--- src/sv/msp_pkg.sv ---
package msp_pkg;

  localparam int DEF_CHANNELS = 16;
  localparam int DEF_NOTES    = 128;
  localparam int GROUP_BITS   = 32;

  typedef enum logic [1:0] {
    MODE_ON      = 2'd0,
    MODE_OFF     = 2'd1,
    MODE_PRESS   = 2'd2,
    MODE_RELEASE = 2'd3
  } mode_t;

  typedef enum logic [1:0] {
    KIND_ON   = 2'd0,
    KIND_OFF  = 2'd1,
    KIND_MASK = 2'd2
  } kind_t;

  typedef enum logic {
    ST_IDLE = 1'b0,
    ST_MOD  = 1'b1
  } state_t;

  typedef struct packed {
    logic [GROUP_BITS-1:0] held;
    logic [GROUP_BITS-1:0] captured;
    logic [GROUP_BITS-1:0] sounding;
  } map_entry_t;

  typedef struct packed {
    logic rd_en;
    logic wr_en;
  } mem_ctl_t;

endpackage

--- src/sv/msp_ctrl.sv ---
module msp_ctrl import msp_pkg::*; #(
  parameter int CHANNELS = DEF_CHANNELS,
  parameter int NOTES    = DEF_NOTES,
  parameter int GROUPS   = (NOTES + GROUP_BITS - 1) / GROUP_BITS,
  parameter int DEPTH    = CHANNELS * GROUPS,
  parameter int AW       = (DEPTH > 1) ? $clog2(DEPTH) : 1
) (
  input  logic                  clk,
  input  logic                  rst_n,
  input  logic                  in_valid,
  output logic                  in_ready,
  input  logic [1:0]            in_mode,
  input  logic [3:0]            in_chan,
  input  logic [6:0]            in_key,
  input  logic [6:0]            in_vel,
  output mem_ctl_t              mem_ctl,
  output logic [AW-1:0]         rd_addr,
  output logic [AW-1:0]         wr_addr,
  output map_entry_t            wr_data,
  input  map_entry_t            rd_data,
  output logic                  out_valid,
  input  logic                  out_ready,
  output kind_t                 out_kind,
  output logic [3:0]            out_chan,
  output logic [6:0]            out_key,
  output logic [6:0]            out_vel,
  output logic [1:0]            out_grp,
  output logic [GROUP_BITS-1:0] out_mask,
  output logic                  out_last
);

  localparam int CW = (CHANNELS > 1) ? $clog2(CHANNELS) : 1;
  localparam int GW = (GROUPS > 1) ? $clog2(GROUPS) : 1;
  localparam logic [GW-1:0] LAST_G = GW'(GROUPS - 1);

  function automatic logic [AW-1:0] addr_of(logic [CW-1:0] c, logic [GW-1:0] g);
    return AW'(32'(c) * GROUPS + 32'(g));
  endfunction

  function automatic logic [GROUP_BITS-1:0] group_valid(logic [GW-1:0] g);
    int left;
    left = NOTES - 32'(g) * GROUP_BITS;
    if (left >= GROUP_BITS) begin
      return '1;
    end
    return (GROUP_BITS'(1) << left) - GROUP_BITS'(1);
  endfunction

  state_t              state_r, state_nxt;
  mode_t               mode_r;
  logic [3:0]          ch_r;
  logic [6:0]          key_r;
  logic [6:0]          vel_r;
  logic                touch_r;
  logic [GW-1:0]       grp_r, grp_nxt;
  logic [CHANNELS-1:0] pedal_r;

  logic                  out_valid_r, out_valid_nxt;
  kind_t                 out_kind_r;
  logic [3:0]            out_chan_r;
  logic [6:0]            out_key_r;
  logic [6:0]            out_vel_r;
  logic [1:0]            out_grp_r;
  logic [GROUP_BITS-1:0] out_mask_r;
  logic                  out_last_r;

  mode_t           in_mode_c;
  logic            in_pedal_ev, in_ch_ok, in_key_ok, in_touch;
  logic [GW-1:0]   in_grp;
  logic [CW-1:0]   in_ch_idx, ch_idx_r;
  logic            capture, go, multi, load;
  logic            need_out, pedal_on;
  kind_t           kind_c;
  logic [GROUP_BITS-1:0] bit_c, mask_c;
  map_entry_t      mod_c;

  assign in_mode_c   = mode_t'(in_mode);
  assign in_pedal_ev = (in_mode_c == MODE_PRESS) || (in_mode_c == MODE_RELEASE);
  assign in_ch_ok    = 32'(in_chan) < CHANNELS;
  assign in_key_ok   = 32'(in_key) < NOTES;
  assign in_touch    = in_ch_ok && (in_pedal_ev || in_key_ok);
  assign in_grp      = in_pedal_ev ? '0 : GW'(in_key[6:5]);
  assign in_ch_idx   = in_chan[CW-1:0];
  assign ch_idx_r    = ch_r[CW-1:0];
  assign pedal_on    = pedal_r[ch_idx_r];
  assign bit_c       = GROUP_BITS'(1) << key_r[4:0];
  assign multi       = touch_r && ((mode_r == MODE_PRESS) || (mode_r == MODE_RELEASE));

  // modify the entry read for the held item
  always_comb begin
    mod_c    = rd_data;
    need_out = 1'b0;
    kind_c   = KIND_ON;
    mask_c   = '0;
    case (mode_r)
      MODE_ON: begin
        need_out = 1'b1;
        kind_c   = KIND_ON;
        mod_c.sounding = rd_data.sounding | bit_c;
        if (pedal_on) begin
          mod_c.held = rd_data.held & ~bit_c;
        end
      end
      MODE_OFF: begin
        kind_c = KIND_OFF;
        mod_c.sounding = rd_data.sounding & ~bit_c;
        if (touch_r && pedal_on && ((rd_data.captured & bit_c) != '0)) begin
          mod_c.held = rd_data.held | bit_c;
        end else begin
          need_out = 1'b1;
        end
      end
      MODE_PRESS: begin
        mod_c.captured = rd_data.sounding;
      end
      MODE_RELEASE: begin
        need_out       = touch_r;
        kind_c         = KIND_MASK;
        mask_c         = rd_data.held & group_valid(grp_r);
        mod_c.captured = '0;
        mod_c.held     = '0;
      end
      default: begin
        need_out = 1'b0;
      end
    endcase
  end

  assign go = !need_out || !out_valid_r || out_ready;

  always_comb begin
    state_nxt = state_r;
    grp_nxt   = grp_r;
    capture   = 1'b0;
    load      = 1'b0;
    in_ready  = 1'b0;
    mem_ctl   = '0;
    rd_addr   = addr_of(in_ch_idx, in_grp);
    case (state_r)
      ST_IDLE: begin
        in_ready = 1'b1;
        if (in_valid) begin
          capture       = 1'b1;
          grp_nxt       = in_grp;
          mem_ctl.rd_en = in_touch;
          state_nxt     = ST_MOD;
        end
      end
      ST_MOD: begin
        if (go) begin
          mem_ctl.wr_en = touch_r;
          load          = need_out;
          if (multi && (grp_r != LAST_G)) begin
            grp_nxt       = grp_r + GW'(1);
            mem_ctl.rd_en = 1'b1;
            rd_addr       = addr_of(ch_idx_r, grp_r + GW'(1));
          end else begin
            state_nxt = ST_IDLE;
          end
        end
      end
      default: begin
        state_nxt = ST_IDLE;
      end
    endcase
  end

  assign wr_addr = addr_of(ch_idx_r, grp_r);
  assign wr_data = mod_c;

  always_comb begin
    out_valid_nxt = out_valid_r;
    if (load) begin
      out_valid_nxt = 1'b1;
    end else if (out_ready) begin
      out_valid_nxt = 1'b0;
    end
  end

  always_ff @(posedge clk) begin
    if (!rst_n) begin
      state_r     <= ST_IDLE;
      out_valid_r <= 1'b0;
      pedal_r     <= '0;
    end else begin
      state_r     <= state_nxt;
      out_valid_r <= out_valid_nxt;
      if (go && (state_r == ST_MOD) && touch_r) begin
        if (mode_r == MODE_PRESS) begin
          pedal_r[ch_idx_r] <= 1'b1;
        end else if (mode_r == MODE_RELEASE) begin
          pedal_r[ch_idx_r] <= 1'b0;
        end
      end
    end
  end

  always_ff @(posedge clk) begin
    grp_r <= grp_nxt;
    if (capture) begin
      mode_r  <= in_mode_c;
      ch_r    <= in_chan;
      key_r   <= in_key;
      vel_r   <= in_vel;
      touch_r <= in_touch;
    end
    if (load) begin
      out_kind_r <= kind_c;
      out_chan_r <= ch_r;
      if (kind_c == KIND_MASK) begin
        out_key_r  <= '0;
        out_vel_r  <= '0;
        out_grp_r  <= 2'(grp_r);
        out_mask_r <= mask_c;
        out_last_r <= (grp_r == LAST_G);
      end else begin
        out_key_r  <= key_r;
        out_vel_r  <= vel_r;
        out_grp_r  <= '0;
        out_mask_r <= '0;
        out_last_r <= 1'b1;
      end
    end
  end

  assign out_valid = out_valid_r;
  assign out_kind  = out_kind_r;
  assign out_chan  = out_chan_r;
  assign out_key   = out_key_r;
  assign out_vel   = out_vel_r;
  assign out_grp   = out_grp_r;
  assign out_mask  = out_mask_r;
  assign out_last  = out_last_r;

endmodule

--- config.mk ---
export PLATFORM = sky130hd
export DESIGN_NAME = msp_ctrl
export DESIGN_NICKNAME = d
export VERILOG_FILES = /design/src/sv/msp_pkg.sv /design/src/sv/msp_ctrl.sv
export SDC_FILE = /design/constraint.sdc
export NUM_CORES = 1
export LEC_CHECK = 0
export ABC_AREA = 1
export BUFFER_PORTS_ARGS = -buffer_cell sky130_fd_sc_hd__buf_2
export CAP_MARGIN = 30
export CORE_ASPECT_RATIO = 1.5
export CORE_MARGIN = 5
export CORE_UTILIZATION = 41
export DETAILED_ROUTE_END_ITERATION = 10
export PLACE_DENSITY = 0.72
export SLEW_MARGIN = 20
export SYNTH_ARGS = -nofsm -noshare
export SYNTH_HDL_FRONTEND = slang
export SYNTH_SLANG_ARGS = --single-unit
--- constraint.sdc ---
create_clock -name clk -period 4.6 [get_ports clk]
set_input_delay 0.23 -clock clk [delete_from_list [all_inputs] [get_ports clk]]
set_output_delay 0.23 -clock clk [all_outputs]
set_load 0.05 [all_outputs]
# Word-level counts from Yosys, hierarchy flattened
# Cells that the tools add are included.
[word_totals]
reg_bits = 95
in_bits = 120
output_inout_bits = 167
wordCells = 106
[classes]
add_sub_neg = 6
magnitude_cmp = 3
eq_ne = 11
n_shift = 2
mux = 40
bitwise_logic = 11
reduce_logical = 18
[op_table]
columns = ["op", "n"]
rows = [
  ["$mux 32", 5],
  ["$and 32x32->32", 4],
  ["$pmux 32 s2", 2],
  ["$pmux 32 s3", 1],
  ["$or 32x32->32", 2],
  ["$mux 16", 2],
  ["$not 32->32", 1],
  ["$reduce_bool 32->1", 1],
  ["$shl 1x32->32 const A", 1],
  ["$shl 1x5->32 const A", 1],
  ["$sub 32x2->32 const B", 1],
  ["$add 6x2->6", 3],
  ["$mux 6", 3],
  ["$and 16x16->16", 1],
  ["$not 16->16", 1],
  ["$or 16x16->16", 1],
  ["$mux 1", 15],
  ["$eq 2x2->1 const B", 6],
  ["$mux 2", 5],
  ["$ge 9x7->1 const B", 1],
  ["$sub 8x7->9 const A", 1],
  ["$pmux 2 s2", 2],
  ["$pmux 1 s2", 3],
  ["$lt 4x5->1 const B", 1],
  ["other kinds (16)", 27],
]

# Logic depth before layout (Yosys ltp)
# Gate-level depths: netlist of run 1.
[logic_depth]
depth_word = 12
mapped_depth = 19
mapped_depth_nobuf = 18

# Worst setup path before layout of run 1
# OpenSTA, ideal clock, no wires.
[synth_path]
path_type = "register to register"
start = "register ch_r[1] (netlist: ch_idx_r[1])"
end = "register out_chan_r[0] (netlist: out_chan[0]) (enable)"
setup_time_ps = 425
arrival_time_ps = 3315
required_ps = 4175
path_slack_ps = 860
stages_incl_launch_ff = 12
path_buffers = 0
synth_period_minus_slack_ps = 3740
cell_sequence = "edfxtp_1 -> nand2_1 -> o22ai_1 -> o21bai_1 -> nand2_1 -> nor2_2 -> nand2_4 -> nand2_2 -> nand2_2 -> nand3_4 -> nand2_4 -> nor2_2"
[synth_via]
elab_chain_cells = 10
[synth_rtl]
columns = ["element", "line", "rtl"]
rows = [
  ["start: declaration", "msp_ctrl.sv:51", "logic [3:0] ch_r;"],
  ["start signal: assignment", "msp_ctrl.sv:202", "ch_r <= in_chan;"],
  ["$bmux 1 s4 *", "msp_ctrl.sv:85", "assign pedal_on = pedal_r[ch_idx_r];"],
  ["$mux 1 (not written as such) *", "msp_ctrl.sv:85", ""],
  ["$logic_and 1x1->1 *", "msp_ctrl.sv:107", "if (touch_r && pedal_on && ((rd_data.captured & bit_c) != '0)) begin"],
  ["$mux 1 *", "msp_ctrl.sv:107", ""],
  ["$pmux 1 s2 *", "msp_ctrl.sv:95", "case (mode_r)"],
  ["$logic_not 1->1", "msp_ctrl.sv:129", "assign go = !need_out || !out_valid_r || out_ready;"],
  ["$logic_or 1x1->1 (2 in a row)", "msp_ctrl.sv:129", ""],
  ["$mux 1 *", "msp_ctrl.sv:150", "if (go) begin"],
  ["$mux 1 *", "msp_ctrl.sv:139", "case (state_r)"],
  ["via load", "msp_ctrl.sv:71", "logic capture, go, multi, load;"],
  ["end signal: assignment", "msp_ctrl.sv:209", "out_chan_r <= ch_r;"],
  ["end: declaration", "msp_ctrl.sv:60", "logic [3:0] out_chan_r;"],
]
# The timed path passes the listed nets; every way through them passes the cells marked *. The select of a mux whose other input is x is not followed.
# A chain may end at the register's enable or synchronous reset.

# Final worst setup path of run 1
[layout_path]
start = "register key_r[3]"
end = "output port rd_addr[0]"
[layout_via]
elab_chain_cells = 11
[layout_rtl]
columns = ["element", "line", "rtl"]
rows = [
  ["start: declaration", "msp_ctrl.sv:52", "logic [6:0] key_r;"],
  ["start signal: assignment", "msp_ctrl.sv:203", "key_r <= in_key;"],
  ["$shl 1x5->32", "msp_ctrl.sv:86", "assign bit_c = GROUP_BITS'(1) << key_r[4:0];"],
  ["$and 32x32->32", "msp_ctrl.sv:107", ""],
  ["$reduce_bool 32->1", "msp_ctrl.sv:107", ""],
  ["$logic_and 1x1->1", "msp_ctrl.sv:107", ""],
  ["$mux 1", "msp_ctrl.sv:107", ""],
  ["$pmux 1 s2", "msp_ctrl.sv:95", ""],
  ["$logic_not 1->1", "msp_ctrl.sv:129", ""],
  ["$logic_or 1x1->1 (2 in a row)", "msp_ctrl.sv:129", ""],
  ["$mux 6", "msp_ctrl.sv:150", ""],
  ["$mux 6", "msp_ctrl.sv:139", ""],
  ["end: declaration", "msp_ctrl.sv:17", "output logic [AW-1:0] rd_addr,"],
]
# Every way passes these cells.

==> results of run 1 <==
==> metal layers <==
layer / wire length, microns / share of wire / vias up
met4: 979 / 0.040 / 4
met1: 8814 / 0.36 / 3120
met5: 27 / 0.0011 / -
met2: 12850 / 0.53 / 293
li1: - / - / 3301
met3: 1619 / 0.067 / 57
==> stage by stage <==
stage                     power, W  worst slack, ns  instance area [sq um]  utilization
after floorplan           0.001645           0.8599                   6228            -
after global routing      0.002769           0.3093                   8125       0.5416
after CTS                 0.002674           0.6366                   8094       0.5395
after global placement    0.001896           0.8712                   7756       0.5170
after detailed placement  0.001905           0.7410                   7787       0.5191
final                     0.002664           0.6194                   8125       0.5416
==> worst register-to-register path: cells and delay by family, from the launching register on <==
kind / cells / cell delay [ns]
buffers and inverters: 2 / 0.97
flip-flops: 1 / 0.69
AND/OR/NAND/NOR: 14 / 1.78
==> power by group through the flow <==
stage          Clock (W)  Sequential (W)  Combinational [W]
6_report        0.000773         0.00100           0.000888
5_1_grt         0.000823         0.00101           0.000938
4_1_cts         0.000788         0.00101           0.000879
3_5_place_dp           0         0.00103           0.000877
3_3_place_gp           0         0.00103           0.000869
2_1_floorplan          0         0.00111           0.000537
==> cells in the final DEF (no fill, tap or decap), types with 2 or more instances in the layout <==
cell type | netlist | routed
o22ai_1 | 16 | 16
o21ai_0 | 100 | 100
nand2_2 | 3 | 3
buf_6 | 1 | 2
a31oi_1 | 4 | 4
ha_1 | 7 | 6
nor2_2 | 10 | 8
nand4_1 | 24 | 24
buf_2 | 8 | 286
edfxtp_1 | 77 | 77
o21ai_1 | 3 | 3
a22o_1 | 19 | 19
a21oi_1 | 29 | 29
nand3_1 | 16 | 16
dfxtp_1 | 18 | 18
nand2_1 | 166 | 166
nor2_1 | 122 | 121
clkinv_4 | 0 | 2
inv_2 | 8 | 9
o41ai_1 | 24 | 24
clkinv_8 | 0 | 2
nand4_2 | 10 | 10
nor2_4 | 0 | 3
inv_8 | 0 | 2
nand2_4 | 3 | 3
buf_12 | 1 | 2
buf_4 | 2 | 9
inv_1 | 114 | 113
clkbuf_16 | 0 | 9
==> logic make-up after synthesis <==
family                   Yosys count  synth area share
flip-flops                        95            0.4291
AND/OR/NAND/NOR                  357            0.2563
buffers and inverters            176            0.1127
AO/OA/AOI/OAI                    196            0.1878
adder cells (fa/ha/maj)            7           0.01406
==> final cells by class <==
| class | instances | area, sq um | share of cell area |
|---|---|---|---|
| Clock inverter | 7 | 81.33 | 0.01001 |
| Timing Repair Buffer | 299 | 1562 | 0.1922 |
| Clock buffer | 9 | 225.2 | 0.02772 |
| Sequential cell | 95 | 2673 | 0.3289 |
| Inverter | 123 | 461.7 | 0.05682 |
| Tap cell | 199 | 249.0 | 0.03064 |
| Multi-Input combinational cell | 560 | 2874 | 0.3537 |
==> worst paths after layout <==
check,start,endpoint,cells past startpoint
max,key_r[3]$_DFFE_PP_,rd_addr[0],19
max reg2reg,key_r[3]$_DFFE_PP_,out_mask[15]$_SDFFCE_PN0P_,16
min,in_vel[1],vel_r[1]$_DFFE_PP_,1
min reg2reg,flip-flop,flip-flop,4
==> impl_summary.md, run 1 <==
Run status
The flow ran to the end, and the final reports show no timing, DRC or antenna violations.

Synth
The primary flip-flop cell chosen by synthesis mapping is edfxtp_1. The synthesized design contains 77 enable-type register cells. The dominant cell type by area after synthesis is edfxtp_1. The cell count after synthesis came out at 831. In the synthesized netlist, the cells that appear most often are nand2_1 (166), nor2_1 (122), inv_1 (114). Of the post-synthesis cell area, the dominant cell type holds 0.3712. Synthesis instantiated 31 different standard cells from the library.

After synthesis, the share of flip-flops with an asynchronous set or reset is 0. The sequential-to-total area share from yosys stat is 0.4291. The synthesis-stage register bit count is 95.

The average instance area after synthesis is 7.495 sq um. Ranked by total cell area, the synthesized netlist is headed by edfxtp_1 (37%), nand2_1 (10%), o21ai_0 (8.0%). Counting every net in the synthesized netlist gives 958. The mapped netlist covers 0.006228 sq mm. During synthesis, Yosys emitted a total of 0 warnings. The dominant cell by count in the synthesized netlist is nand2_1.

Critical path
Counting stages on the worst path, the most repeated cell is nand2_1. STA puts the critical path data arrival time at 3.75 ns. The count of buffering cells on the critical path with inverters included is 2. Walking the worst path, the cells encountered are inv_2 -> nand3_1 -> nor2_1 -> nand2_1 -> nand2_1 -> nor2_1 -> nand2_1 -> nor2_1 -> nand2_2 -> nand2_4 -> nand2_2 -> nand2_2 -> nand3_4 -> nand2_4 -> nor2_8 -> nand2_4 -> nand2_1 -> nand2_1 -> buf_2. The peak per-stage delay on the critical path is 0.81 ns. The library cell contributing the largest single delay on the critical path is edfxtp_1. The kind of start point of the critical path is a flip-flop. The reg2reg setup slack is 0.73 ns. Of all nets on the critical path, the largest fanout is 33. The kind of critical path is flip-flop to output pin.

STA classifies the critical path endpoint as an output pin. The family of cells with the greatest summed delay on the critical path is simple AND/OR/NAND/NOR gates. Data on the critical path is required at its endpoint by 4.37 ns.

Global route
In the global route stage, met2 resource usage came out at 0.4801. The met3 layer usage reported by global route is 0.06219. Across every metal layer, demand over resource in global routing totals 0.2617. Entering global routing, the biggest net connects 66 pins. The remaining global-route overflow is 0.

The first global-routing pass estimated 37040 microns of wire. The via count of the first global-routing pass came to 6604. The initial antenna violation count was 2. met2 is the most crowded layer. In the global route stage, met1 resource usage came out at 0.2856.

STA
The final number of max-transition violations came to 0. The highest achievable clock rate is 251.2 MHz. Setup violations remaining at the end of the flow were counted as 0.

The total count of hold-check failures in the final report came to 0. In this run the tightest slew margin relative to its limit is 0.4810. The sum of negative setup slack is 0 ns. In the finished design, the share of the clock period the worst path needs comes to 0.8654.

At the pin with the least slew margin, the transition time is 0.7784 ns. The routed design could run at a clock period as short as 3.981 ns. Setup repair after global routing left no endpoint under its margin. The worst-case hold slack is 0.05238 ns. Across the routed clock network, the largest skew measured is 0.01391 ns.

Clock tree
Buffers inserted during clock tree synthesis total 9. The number of gates resized after CTS was 0. The number of buffers on the longest clock path is 2. The number of buffers added to fix hold violations after cts is 0. TritonCTS built the clock tree. CTS placed an instance of clkbuf_16 at the clock tree root.

The CTS sink count is 95. The H-tree generated during clock tree synthesis spans 3 levels. The worst-skew pair later-pin latency is 0.35 ns. Clock-pin slew was measured on the worst setup and hold paths at 0.08 ns. The post-CTS setup repair buffer count is 0.

Layout
The diode insertion count for antenna repair is 0. In the final layout, the share of cells above drive strength 1 is 0.3239. The post-route non-filler standard cell count is 1292. In the final design database the tool counted 1215 nets. Fill cells in the final layout number 1544. Relative to the synthesized area, the layout overhead comes to 30.45%.

Power
The clock group share of total power is 0.290. Cell internal power was estimated by the tool at 0.001563 W. VDD sags by at most 0.2107 mV. The share of total power dissipated in sequential elements is 0.377.

The power dissipated by switching net loads is 0.001101 W. Of the total power, combinational logic draws 0.333. The proportion of total power due to net switching is 0.4132. The power per standard cell area is 327.8 mW/mm^2. Summed over all cells, the static leakage comes to 4.177 nW.

Job
The number of max-cap violations is 0.

Place
The number of buffer cells added on primary ports is 286. Detailed placement ended at an HPWL of 18410 microns. Routability-driven placement finished with a final weighted congestion of 0.9578. The cell total after placement is 1274.

Detailed routing
For this block, the initial DRC count from the detailed router was 461. The total vias in the final route is 6775. The number of routed nets with antenna violations is 0.

The average wire per standard cell is 18.80 microns. After detailed routing, the number of remaining DRC violations is 0. The overall routed net length is 24290 microns. The number of search-and-repair iterations in the first detailed-routing pass is 5.

In the routed layout, each cell is associated on average with a via count of 5.244.

Die
During I/O placement, the number of pins put on the boundary was 287. For this configuration, the core starts out at a cell density of 0.4152. The floorplan die width is 110.6 microns. The core area is 0.01500 sq mm. In this run the core area contains 55 standard-cell rows. The floorplan step defined a die boundary enclosing 0.01781 sq mm. The floorplan step set the die height to 161.0 microns.

Worst hold path
The class of the worst hold path is input pin to flip-flop.
No activity file was read; power rests on OpenSTA's default activity.
==> run 2: changes to the inputs <==
--- a/config.mk
+++ b/config.mk
@@ -13,6 +13,6 @@
 export CORE_UTILIZATION = 41
 export DETAILED_ROUTE_END_ITERATION = 10
+export MAX_ROUTING_LAYER = met4
 export PLACE_DENSITY = 0.72
-export SLEW_MARGIN = 20
 export SYNTH_ARGS = -nofsm -noshare
 export SYNTH_HDL_FRONTEND = slang
==> constraint.sdc (replaced) <==
create_clock -name clk -period 4.6 [get_ports clk]
set_input_delay 0.46 -clock clk [delete_from_list [all_inputs] [get_ports clk]]
set_output_delay 0.46 -clock clk [all_outputs]
set_load 0.05 [all_outputs]
==> impl_summary.md, run 2 (same netlist as run 1, synthesis figures left out) <==
Global route
The total routing usage reported by global routing is 0.2679 (+0.006189). The initial antenna violation count is 2 (unchanged). The remaining global-route overflow was 0 (unchanged). The wire length of the first global-routing pass was 36690 microns (-0.95%).

The via count of the first global-routing pass is 6609 (+0.076%). The largest net degree at the start of global routing is 65 (-1.5%).

Detailed routing
The number of DRC violations after detailed-routing iteration 0 was 533 (+16%). The average wire per standard cell came to 18.65 microns (-0.81%). The post-detailed-route DRC marker count came to 0 (unchanged). The routed via count divided by cell count is 5.298 (+1.0%). The total vias in the final route is 6845 (+1.0%).

The number of routed nets with antenna violations is 0 (unchanged). The overall routed net length came to 24100 microns (-0.81%). The number of search-and-repair iterations in the first detailed-routing pass is 5 (unchanged).

Die
The floorplan row count is 55 (unchanged). The core area is 0.01500 sq mm (unchanged). The die boundary height is 161.0 microns (unchanged). The starting utilization of the core area is 0.4152 (unchanged). The floorplan die width is 110.6 microns (unchanged). The area of the die is 0.01781 sq mm (unchanged). The number of placed I/O pins was 287 (unchanged).

STA
The total count of hold-check failures in the final report is 0 (unchanged). The final setup violation count is 0 (unchanged). The worst setup skew after layout is 0.01276 ns (-0.001154 ns). The highest achievable clock rate is 250.3 MHz (-0.38%). The share of the clock period used by the worst path is 0.8687 (+0.003318). The pin slew with the least headroom to its limit is 1.008 ns (+0.2299 ns). The sum of negative setup slack is 0 ns (unchanged).

The final number of max-transition violations is 0 (unchanged). The final period demand of the worst path is 3.996 ns (+0.01526 ns). The worst-case headroom to the max-slew limit is 0.3278 (-0.1532). Setup repair after global routing left no endpoint under its margin. The worst-case hold slack came to 0.2781 ns (+0.2257 ns).

Critical path
The signal arrival time at the worst endpoint came to 3.54 ns (-0.21 ns). STA classifies the critical path endpoint as an output pin. The kind of critical path is flip-flop to output pin. The top fanout value on the critical path is 33 (unchanged). The kind of start point of the critical path is a flip-flop. In this run the critical register-to-register path is launched from key_r[3]$_DFFE_PP_. The reg2reg setup slack is 0.81 ns (+0.08 ns). The worst path required time is 4.14 ns (-0.23 ns). The capturing point of the worst reg2reg path is out_mask[9]$_SDFFCE_PN0P_. The worst-case reg-to-reg path depth is 16 (unchanged).

Clock tree
The number of resized instances in the post-cts repair step is 0 (unchanged). The number of buffers created by CTS was 9 (unchanged). The number of buffers on the longest clock path is 2 (unchanged).

The CTS tree is built. The CTS sink count is 95 (unchanged). The number of levels in the clock H-tree was 3 (unchanged). The worst-skew pair later-pin latency is 0.35 ns (about the same). The number of buffers added to fix hold violations after cts is 0 (unchanged). The cell sitting at the root of the clock tree is a clkbuf_16. The clock slew at the register clock pins of the worst setup and hold paths is 0.08 ns (about the same). The post-CTS setup repair buffer count is 0 (unchanged).

Worst hold path
The capture endpoint of the worst hold path is vel_r[0]$_DFFE_PP_. The worst hold path begins at in_vel[0]. The depth of the worst hold-timing path is 1 (unchanged). The class of the worst hold path is input pin to flip-flop.

Place
The total placed instance area is 0.007804 sq mm (+0.21%). The number of buffer cells added on primary ports is 286 (unchanged). The half-perimeter wire length of the detailed placement result is 18230 microns (-0.95%).

The cell total after placement is 1273 (-0.078%). The routability congestion estimate came to 0.9620 (+0.44%).

Layout
The area of all placed cells without fillers is 0.008145 sq mm (+0.25%). The count of nets after finishing was 1213 (-0.16%). Relative to the synthesized area, the layout overhead comes to 30.78%. The post-route non-filler standard cell count is 1292 (unchanged). The top cell types in the final layout, fill and taps aside, are buf_2 (285), nand2_1 (166), nor2_1 (121). The filler cell count was 1526 (-1.2%). The leading cell type in the layout, fill and taps excluded is buf_2. The fraction of layout cells with a size suffix above 1 is 0.3226 (-0.001239).

Power
The clock group share of total power was 0.305 (+0.015). The internal portion of total power is 0.001616 W (+3.4%). The part of the total power dissipated in sequential elements is 0.370 (-0.007). The worst voltage drop across the vdd grid is 0.1917 mV (-9.0%).

The sum of internal, switching and leakage power came to 0.002718 W (+2.0%). The power per standard cell area was 333.7 mW/mm^2 (+1.8%). The power dissipated by switching net loads is 0.001102 W (about the same). The proportion of total power due to net switching is 0.4054 (-0.007828).

The leakage component of the power came to 4.177 nW (about the same). The portion of total power attributed to combinational logic was 0.325 (-0.008).

Run status
The run finished with clean final reports.

Job
The number of max-cap violations is 0 (unchanged).
-- run 2: cell types whose count changed in the layout (fill, tap and decap cells not counted), sizes merged --
cell and delta:
buf -2, diode +2, bufinv +1, clkinv -1
-- run 2: worst max-delay path by stage --
stage | cells past startpoint | end | startpoint | slack, ns
6_report | 19 | rd_addr[5] | key_r[4]$_DFFE_PP_ | 0.60
5_1_grt | 19 | rd_addr[5] | key_r[4]$_DFFE_PP_ | 0.35
4_1_cts | 19 | rd_addr[5] | key_r[4]$_DFFE_PP_ | 0.63
3_5_place_dp | 16 | out_mask[20]$_SDFFCE_PN0P_ | key_r[3]$_DFFE_PP_ | 0.85
3_3_place_gp | 16 | out_kind[1]$_DFFE_PP_ | key_r[3]$_DFFE_PP_ | 0.94
2_1_floorplan | 8 | wr_data[64] | ch_idx_r[1]$_DFFE_PP_ | 0.79
-- run 2: worst max-delay path, cell delays in order (launching register included) --
cell and delay (ns):
edfxtp_1 0.39, inv_1 0.36, buf_4 0.31, nor2_1 0.11, nand2_1 0.07, nand2_1 0.04
nor2_1 0.10, nand2_1 0.06, nor2_1 0.12, nand2_2 0.08, nand2_4 0.33, nand2_2 0.08
nand2_2 0.10, nand3_4 0.23, nand2_4 0.22, nor2_8 0.07, nand2_4 0.13, nand2_1 0.07
nand2_1 0.06, buf_2 0.26
-- run 2: layout make-up --
cell class	count	area (sq um)	area share
Sequential cell	95	2673	0.3281
Clock buffer	9	225.2	0.02765
Multi-Input combinational cell	560	2874	0.3528
Antenna cell	2	5.005	0.0006144
Inverter	123	461.7	0.05668
Timing Repair Buffer	297	1558	0.1912
Tap cell	199	249.0	0.03057
Clock inverter	7	100.1	0.01229
-- run 2: metrics by stage --
stage / utilization / setup WS, ns
after floorplan: - / 0.7949
after global placement: 0.5188 / 0.9358
after detailed placement: 0.5202 / 0.8481
after CTS: 0.5419 / 0.6319
after global routing: 0.5430 / 0.3511
final: 0.5430 / 0.6041
-- run 2: power groups by stage --
stage	registers [W]	clock network [W]	logic, W
floorplan	0.00111	0	0.000537
global placement	0.00102	0	0.000875
detailed placement	0.00103	0	0.000881
CTS	0.00101	0.000839	0.000882
global route	0.00101	0.000877	0.000933
finish	0.00101	0.000828	0.000884
-- run 2: metal layers --
metal,global-route usage,vias to the layer above,share of wire
met5,-,-,0
met2,0.4740,332,0.52
met3,0.05692,52,0.067
met4,0.1014,0,0.036
met1,0.2942,3157,0.37
li1,-,3304,-
